$ cat src/rtl/tksq_pkg.sv
`timescale 1ns / 1ps
`default_nettype none

package tksq_pkg;

    // Store geometry
    localparam int CAPACITY = 8;
    localparam int IDX_W    = $clog2(CAPACITY);
    localparam int COUNT_W  = $clog2(CAPACITY + 1);

    // List limit register
    localparam int          LIMIT_W     = 4;
    localparam int          MAX_SHOWN   = 8;
    localparam logic [3:0]  LIMIT_RESET = 4'd5;
    localparam int          CMP_W       = (COUNT_W > LIMIT_W) ? COUNT_W : LIMIT_W;

    // Field widths
    localparam int ID_W    = 16;
    localparam int SCORE_W = 7;
    localparam int RANK_W  = 3;
    localparam int OCC_W   = 4;

    // Request modes
    localparam logic [1:0] MODE_ENQ  = 2'd0;
    localparam logic [1:0] MODE_DEQ  = 2'd1;
    localparam logic [1:0] MODE_LIST = 2'd2;
    localparam logic [1:0] MODE_NONE = 2'd3;

    // Result status codes
    localparam logic [1:0] STATUS_OK    = 2'd0;
    localparam logic [1:0] STATUS_DROP  = 2'd1;
    localparam logic [1:0] STATUS_EMPTY = 2'd2;

    typedef struct packed {
        logic [1:0]         mode;
        logic [ID_W-1:0]    applicant_id;
        logic [SCORE_W-1:0] score_primary;
        logic [SCORE_W-1:0] score_secondary;
    } in_item_t;

    typedef struct packed {
        logic [1:0]         status;
        logic [ID_W-1:0]    out_id;
        logic [SCORE_W-1:0] out_primary;
        logic [SCORE_W-1:0] out_secondary;
        logic [RANK_W-1:0]  rank;
        logic [OCC_W-1:0]   occupancy;
        logic               last;
    } out_item_t;

    typedef struct packed {
        logic [ID_W-1:0]    id;
        logic [SCORE_W-1:0] primary;
        logic [SCORE_W-1:0] secondary;
    } entry_t;

    // Controller to datapath
    typedef struct packed {
        logic cap_in;
        logic do_op;
        logic list_next;
    } cmd_t;

    // Datapath to controller
    typedef struct packed {
        logic mode_none;
        logic out_free;
        logic first_more;
        logic next_more;
    } sts_t;

endpackage

`default_nettype wire

$ cat src/rtl/tksq_ctrl.sv
`timescale 1ns / 1ps
`default_nettype none

module tksq_ctrl (
    input  wire logic           aclk,
    input  wire logic           aresetn,
    input  wire logic           s_valid,
    output logic                s_ready,
    input  wire tksq_pkg::sts_t sts,
    output tksq_pkg::cmd_t      cmd
);

    localparam logic [1:0] S_IDLE = 2'd0;
    localparam logic [1:0] S_EXEC = 2'd1;
    localparam logic [1:0] S_LIST = 2'd2;

    logic [1:0] state_reg;
    logic [1:0] state_next;

    assign s_ready = (state_reg == S_IDLE);

    // Sequence: take a request, execute it, then stream any further list entries
    always_comb begin
        state_next    = state_reg;
        cmd.cap_in    = 1'b0;
        cmd.do_op     = 1'b0;
        cmd.list_next = 1'b0;
        case (state_reg)
            S_IDLE: begin
                if (s_valid) begin
                    cmd.cap_in = 1'b1;
                    state_next = S_EXEC;
                end
            end
            S_EXEC: begin
                if (sts.mode_none) begin
                    state_next = S_IDLE;
                end else if (sts.out_free) begin
                    cmd.do_op  = 1'b1;
                    state_next = sts.first_more ? S_LIST : S_IDLE;
                end
            end
            S_LIST: begin
                if (sts.out_free) begin
                    cmd.list_next = 1'b1;
                    if (!sts.next_more) begin
                        state_next = S_IDLE;
                    end
                end
            end
            default: begin
                state_next = S_IDLE;
            end
        endcase
    end

    always_ff @(posedge aclk) begin
        if (!aresetn) begin
            state_reg <= S_IDLE;
        end else begin
            state_reg <= state_next;
        end
    end

endmodule

`default_nettype wire

$ cat src/rtl/tksq_dp.sv
`timescale 1ns / 1ps
`default_nettype none

module tksq_dp (
    input  wire logic                            aclk,
    input  wire logic                            aresetn,
    input  wire tksq_pkg::in_item_t              s_data,
    output tksq_pkg::out_item_t                  m_data,
    output logic                                 m_valid,
    input  wire logic                            m_ready,
    input  wire logic                            cfg_we,
    input  wire logic [tksq_pkg::LIMIT_W-1:0]    cfg_wdata,
    input  wire tksq_pkg::cmd_t                  cmd,
    output tksq_pkg::sts_t                       sts
);

    tksq_pkg::in_item_t  in_reg;
    tksq_pkg::entry_t    entry_reg [tksq_pkg::CAPACITY];
    tksq_pkg::entry_t    entry_next [tksq_pkg::CAPACITY];
    tksq_pkg::out_item_t out_reg;
    tksq_pkg::out_item_t out_next;
    tksq_pkg::entry_t    new_entry;
    tksq_pkg::entry_t    rd_entry;

    logic [tksq_pkg::COUNT_W-1:0] count_reg;
    logic [tksq_pkg::COUNT_W-1:0] count_next;
    logic [tksq_pkg::LIMIT_W-1:0] limit_reg;
    logic [tksq_pkg::IDX_W-1:0]   idx_reg;
    logic [tksq_pkg::CMP_W-1:0]   list_n_reg;
    logic [tksq_pkg::CMP_W-1:0]   list_n_next;
    logic [tksq_pkg::CMP_W-1:0]   lim_clamped;
    logic [tksq_pkg::IDX_W-1:0]   rd_addr;
    logic [tksq_pkg::CAPACITY-1:0] ge;
    logic                          m_valid_reg;
    logic                          full;
    logic                          empty;

    assign new_entry.id        = in_reg.applicant_id;
    assign new_entry.primary   = in_reg.score_primary;
    assign new_entry.secondary = in_reg.score_secondary;

    assign full  = (count_reg == tksq_pkg::COUNT_W'(tksq_pkg::CAPACITY));
    assign empty = (count_reg == '0);

    // Compare the new key against every held entry in parallel
    always_comb begin
        for (int i = 0; i < tksq_pkg::CAPACITY; i++) begin
            ge[i] = (tksq_pkg::COUNT_W'(i) < count_reg) &&
                    ({entry_reg[i].primary, entry_reg[i].secondary} >=
                     {new_entry.primary, new_entry.secondary});
        end
    end

    // Open a gap at the insert position and shift lower-ranked entries down
    always_comb begin
        entry_next[0] = ge[0] ? entry_reg[0] : new_entry;
        for (int i = 1; i < tksq_pkg::CAPACITY; i++) begin
            if (!ge[i-1]) begin
                entry_next[i] = entry_reg[i-1];
            end else if (!ge[i]) begin
                entry_next[i] = new_entry;
            end else begin
                entry_next[i] = entry_reg[i];
            end
        end
    end

    // Single read port: list position, list head, or lowest-ranked slot
    always_comb begin
        if (cmd.list_next) begin
            rd_addr = idx_reg;
        end else if (in_reg.mode == tksq_pkg::MODE_LIST) begin
            rd_addr = '0;
        end else begin
            rd_addr = tksq_pkg::IDX_W'(count_reg - tksq_pkg::COUNT_W'(1));
        end
        rd_entry = entry_reg[rd_addr];
    end

    // Clamp the list limit and bound it by occupancy
    always_comb begin
        if (limit_reg == '0) begin
            lim_clamped = tksq_pkg::CMP_W'(1);
        end else if (tksq_pkg::CMP_W'(limit_reg) > tksq_pkg::CMP_W'(tksq_pkg::MAX_SHOWN)) begin
            lim_clamped = tksq_pkg::CMP_W'(tksq_pkg::MAX_SHOWN);
        end else begin
            lim_clamped = tksq_pkg::CMP_W'(limit_reg);
        end
        if (tksq_pkg::CMP_W'(count_reg) < lim_clamped) begin
            list_n_next = tksq_pkg::CMP_W'(count_reg);
        end else begin
            list_n_next = lim_clamped;
        end
    end

    assign sts.mode_none  = (in_reg.mode == tksq_pkg::MODE_NONE);
    assign sts.out_free   = !m_valid_reg || m_ready;
    assign sts.first_more = (in_reg.mode == tksq_pkg::MODE_LIST) && !empty &&
                            (list_n_next > tksq_pkg::CMP_W'(1));
    assign sts.next_more  = (tksq_pkg::CMP_W'(idx_reg) + tksq_pkg::CMP_W'(1)) < list_n_reg;

    // Build the next result and the next occupancy
    always_comb begin
        out_next.status        = tksq_pkg::STATUS_OK;
        out_next.out_id        = '0;
        out_next.out_primary   = '0;
        out_next.out_secondary = '0;
        out_next.rank          = '0;
        out_next.last          = 1'b1;
        count_next             = count_reg;
        if (cmd.list_next) begin
            out_next.out_id        = rd_entry.id;
            out_next.out_primary   = rd_entry.primary;
            out_next.out_secondary = rd_entry.secondary;
            out_next.rank          = tksq_pkg::RANK_W'(idx_reg);
            out_next.last          = !sts.next_more;
        end else begin
            case (in_reg.mode)
                tksq_pkg::MODE_ENQ: begin
                    if (full) begin
                        out_next.status = tksq_pkg::STATUS_DROP;
                        if (ge[tksq_pkg::CAPACITY-1]) begin
                            out_next.out_id        = new_entry.id;
                            out_next.out_primary   = new_entry.primary;
                            out_next.out_secondary = new_entry.secondary;
                        end else begin
                            out_next.out_id        = entry_reg[tksq_pkg::CAPACITY-1].id;
                            out_next.out_primary   = entry_reg[tksq_pkg::CAPACITY-1].primary;
                            out_next.out_secondary = entry_reg[tksq_pkg::CAPACITY-1].secondary;
                        end
                    end else begin
                        count_next = count_reg + tksq_pkg::COUNT_W'(1);
                    end
                end
                tksq_pkg::MODE_DEQ: begin
                    if (empty) begin
                        out_next.status = tksq_pkg::STATUS_EMPTY;
                    end else begin
                        out_next.out_id        = rd_entry.id;
                        out_next.out_primary   = rd_entry.primary;
                        out_next.out_secondary = rd_entry.secondary;
                        count_next             = count_reg - tksq_pkg::COUNT_W'(1);
                    end
                end
                tksq_pkg::MODE_LIST: begin
                    if (empty) begin
                        out_next.status = tksq_pkg::STATUS_EMPTY;
                    end else begin
                        out_next.out_id        = rd_entry.id;
                        out_next.out_primary   = rd_entry.primary;
                        out_next.out_secondary = rd_entry.secondary;
                        out_next.last          = !sts.first_more;
                    end
                end
                default: begin
                    out_next.last = 1'b1;
                end
            endcase
        end
        out_next.occupancy = tksq_pkg::OCC_W'(count_next);
    end

    // Control state: occupancy, limit register, output valid
    always_ff @(posedge aclk) begin
        if (!aresetn) begin
            count_reg   <= '0;
            limit_reg   <= tksq_pkg::LIMIT_RESET;
            m_valid_reg <= 1'b0;
        end else begin
            if (cfg_we) begin
                limit_reg <= cfg_wdata;
            end
            if (cmd.do_op) begin
                count_reg <= count_next;
            end
            if (cmd.do_op || cmd.list_next) begin
                m_valid_reg <= 1'b1;
            end else if (m_ready) begin
                m_valid_reg <= 1'b0;
            end
        end
    end

    // Payload: request, store, list walk, result
    always_ff @(posedge aclk) begin
        if (cmd.cap_in) begin
            in_reg <= s_data;
        end
        if (cmd.do_op && (in_reg.mode == tksq_pkg::MODE_ENQ)) begin
            entry_reg <= entry_next;
        end
        if (cmd.do_op) begin
            idx_reg    <= tksq_pkg::IDX_W'(1);
            list_n_reg <= list_n_next;
        end else if (cmd.list_next) begin
            idx_reg <= idx_reg + tksq_pkg::IDX_W'(1);
        end
        if (cmd.do_op || cmd.list_next) begin
            out_reg <= out_next;
        end
    end

    assign m_data  = out_reg;
    assign m_valid = m_valid_reg;

endmodule

`default_nettype wire

$ cat src/rtl/two_key_sorted_priority_queue_unit.sv
// A request is captured in the input register and its result in the output register.
// A new request is taken only in the idle state; list results stream one per cycle while
// the output is free, paced by the controller and the store's single read port.
// A full output register holds the controller until the result is taken.
// Reset (aresetn low, synchronous): store empty, list limit 5, output idle.
// Store contents are not cleared; only held slots are ever read.
`timescale 1ns / 1ps
`default_nettype none

module two_key_sorted_priority_queue_unit (
    input  wire logic                         aclk,
    input  wire logic                         aresetn,
    input  wire logic                         s_valid,
    output logic                              s_ready,
    input  wire tksq_pkg::in_item_t           s_data,
    output logic                              m_valid,
    input  wire logic                         m_ready,
    output tksq_pkg::out_item_t               m_data,
    input  wire logic                         cfg_we,
    input  wire logic [tksq_pkg::LIMIT_W-1:0] cfg_wdata
);

    tksq_pkg::cmd_t cmd;
    tksq_pkg::sts_t sts;

    tksq_ctrl u_ctrl (
        .aclk    (aclk),
        .aresetn (aresetn),
        .s_valid (s_valid),
        .s_ready (s_ready),
        .sts     (sts),
        .cmd     (cmd)
    );

    tksq_dp u_dp (
        .aclk      (aclk),
        .aresetn   (aresetn),
        .s_data    (s_data),
        .m_data    (m_data),
        .m_valid   (m_valid),
        .m_ready   (m_ready),
        .cfg_we    (cfg_we),
        .cfg_wdata (cfg_wdata),
        .cmd       (cmd),
        .sts       (sts)
    );

endmodule

`default_nettype wire

$ cat config.mk
export PLATFORM = sky130hd
export DESIGN_NAME = two_key_sorted_priority_queue_unit
export DESIGN_NICKNAME = d
export VERILOG_FILES = /design/src/rtl/tksq_pkg.sv /design/src/rtl/tksq_ctrl.sv /design/src/rtl/tksq_dp.sv /design/src/rtl/two_key_sorted_priority_queue_unit.sv
export SDC_FILE = /design/constraint.sdc
export NUM_CORES = 1
export LEC_CHECK = 0
export ABC_AREA = 1
export BUFFER_PORTS_ARGS = -buffer_cell sky130_fd_sc_hd__clkbuf_2
export CAP_MARGIN = 20
export CORE_ASPECT_RATIO = 1.1
export CORE_MARGIN = 5
export CORE_UTILIZATION = 41
export CTS_CLUSTER_DIAMETER = 50
export DETAILED_ROUTE_END_ITERATION = 10
export PLACE_DENSITY = 0.63
export SKIP_CTS_REPAIR_TIMING = 1
export SLEW_MARGIN = 40
export SYNTH_ARGS = -nofsm -noshare
export SYNTH_HDL_FRONTEND = slang
export SYNTH_SLANG_ARGS = --single-unit
$ cat constraint.sdc
create_clock -name aclk -period 4.25 [get_ports aclk]
set_input_delay 0.6375 -clock aclk [delete_from_list [all_inputs] [get_ports aclk]]
set_output_delay 0.6375 -clock aclk [all_outputs]
set_load 0.005 [all_outputs]
==> impl_metrics.ini <==
[global_route]
grt_pass1_wl_um = 82800
antenna_found_initial = 0
grt_max_degree = 154
grt_usage_pct = 21.3
overflow = 0
grt_pass1_vias = 14500

[setup_path]
r2r-start = u_dp.in_reg[5]
worstSetupPathType = flop to flop
arrival_ns = 3.60
r2r_slack_ns = 0.86
cp_max_fo = 21
r2r_end = u_dp.entry_reg[13]
slowest_delay_ns = 0.45
crit_path_end_kind = flop
cp_slowest_cell = inv_1
cp_top_family = buffers and inverters
crit_buf_inv = 3
r2r_cells = 11
setup.worst_path.start_class = flop
cp_cell_sequence = inv_1 > ha_1 > a21oi_1 > o21a_1 > o31ai_1 > nand3_1 > nand3_1 > nand2_2 > o21ai_0 > inv_1 > buf_4
crit_required_ns = 4.46

[routing]
wl_per_cell_um = 20.7
vias = 14600
drt_iter0_markers = 1551
post_drt_via_cell_ratio = 5.66
wl_um = 53600
ant_nets = 0
drc = 0
first_pass_iters = 5

[floorplan]
dieArea_sq_um = 49700
initial_core_util_pct = 41.6
fp-row-count = 81
die_w_um = 213
core_area_sq_um = 44700
ios = 83
die-height_um = 233

[clocking]
cts_buffer_depth = 3
root_buffer = clkbuf_16
clkSinkCount = 330
cts_made_buffers = 41
cts_tree = built
cts.clk_slew.worst_paths_ns = 0.06
clk_latency_ns = 0.57
h-tree-depth = 2

[sta]
worst_pin_slew_ns = 0.811
hold_viol = 0
period_minus_slack_ns = 3.39
fin_setup_tns_ns = 0
final.period_utilization_pct = 79.8
drv_slew = 0
fmax_ghz = 0.295
fin_skew_ns = 0.0217
setup-violations-final = 0
slew_headroom_pct = 45.9
rsz0062_at_grt = false

[yosys]
synth_cells = 1914
yosys.area.top_type = edfxtp_1
yosysMostFrequentCell = nand2_1
synth_top_area_share_pct = 51.0
synth_common_cells = 392 x nand2_1, 316 x edfxtp_1, 299 x o21ai_0
netlist_area_sq_um = 18600
yosysWarnings = 0
synth_edf_count = 316
synth-seq-area-share_pct = 52.5
syn_nets = 2082
synth-seq-cells = 330
synth.avg_cell_area_sq_um = 9.72
synth-async-reset-ratio_pct = 0
synth_area_leaders = edfxtp_1 51%, ha_1 8.5%, o21ai_0 8.0%, nand2_1 7.9%, o211ai_2 3.3%
synth_cell_type_count = 43
synth-main-ff-cell = edfxtp_1

[finish]
fillers = 4173
largest_reg_flops = 240
seqCellArea_sq_um = 9770
diodes = 0
drive_gt1_share_pct = 14.1
multiInputGateArea_sq_um = 7910
fin_nets = 2144
post-route-cell-area_sq_um = 21000
area_growth_pct = 13.0

[run_status]
run_status = finished clean

[pwr]
static-leakage-power_nw = 8.58
max-vdd-ir-drop_mv = 0.266
total_power_mw = 8.90
power.density_nw_per_um2 = 424

[place]
io_buffers = 82
postPlaceCellArea_sq_um = 19600
routabilityCongestion = 0.902
hpwlAfterDp_um = 35300

[hold_path]
min_from = s_data[16]
holdPathEnd = u_dp.in_reg[16]
worstHoldPathCells = 1
hp-class = input port to flop

[job]
drv_cap = 0
-- per-stage QoR --
step | hold slack (ns) | std cells | setup slack (ns) | util [%]
global route | 0.222 | 2587 | 0.565 | 47.0
detailed placement | 0.459 | 2514 | 0.878 | 43.9
finish | 0.242 | 2587 | 0.859 | 47.0
global placement | 0.455 | 2514 | 0.905 | 43.9
CTS | 0.212 | 2587 | 0.862 | 47.0
floorplan | 0.451 | 1914 | 0.642 | -
-- cell families (layout without fill, tap and decap cells) --
group / count (synthesis) / in the layout / synth area share (%)
xor+xnor: 4 / 4 / 0.188
simple gates: 679 / 679 / 15.4
fa+ha+maj: 127 / 127 / 8.54
flops: 330 / 330 / 52.5
buf+inv: 227 / 319 / 5.40
compound gates: 547 / 547 / 18.0
-- area by class of cell --
| type | count | share of cell area, % |
|---|---|---|
| multi-input combinational | 1357 | 37.6 |
| timing repair buffer | 120 | 3.61 |
| tap | 581 | 3.46 |
| clock buffer | 46 | 5.18 |
| clock inverter | 27 | 1.33 |
| inverter | 126 | 2.28 |
| sequential | 330 | 46.5 |
-- layer usage --
| metal | up-vias | wire [um] | track usage, % |
|---|---|---|---|
| met5 | - | 0 | 0 |
| met2 | 553 | 25000 | 34.5 |
| met3 | 125 | 3770 | 3.80 |
| li1 | 6935 | - | - |
| met1 | 7025 | 23100 | 28.9 |
| met4 | 0 | 1850 | 7.62 |
-- worst max path at each step --
stage | slack (ns) | from | to | cells after the start
after floorplan | 0.64 | u_dp.in_reg[3] | u_dp.entry_reg[60] | 12
after global placement | 0.90 | u_dp.in_reg[13] | u_dp.entry_reg[17] | 11
after detailed placement | 0.88 | u_dp.in_reg[5] | u_dp.entry_reg[17] | 11
after CTS | 0.86 | u_dp.in_reg[30] | u_dp.entry_reg[41] | 9
after global routing | 0.56 | u_dp.in_reg[30] | u_dp.entry_reg[13] | 9
final | 0.86 | u_dp.in_reg[5] | u_dp.entry_reg[13] | 11
-- power breakdown --
group          internal (mW)  switching [mW]  total [mW]
logic                  0.467            1.04        1.51
registers               3.74          0.0829        3.83
clock network           2.15            1.42        3.57
-- cell usage in the layout, fill, tap and decap left out, types with 20 or more instances in the layout --
cell type  count
nand2_1      385
edfxtp_1     316
o21ai_0      298
nor2_1       133
ha_1         127
inv_1        122
nand3_1       87
clkbuf_2      82
a21oi_1       81
o211ai_2      49
clkbuf_16     43
o211ai_1      42
o21ai_1       34
buf_4         33
or2_1         29
a21oi_2       20
Note: power is estimated with default switching activity, not from simulation.
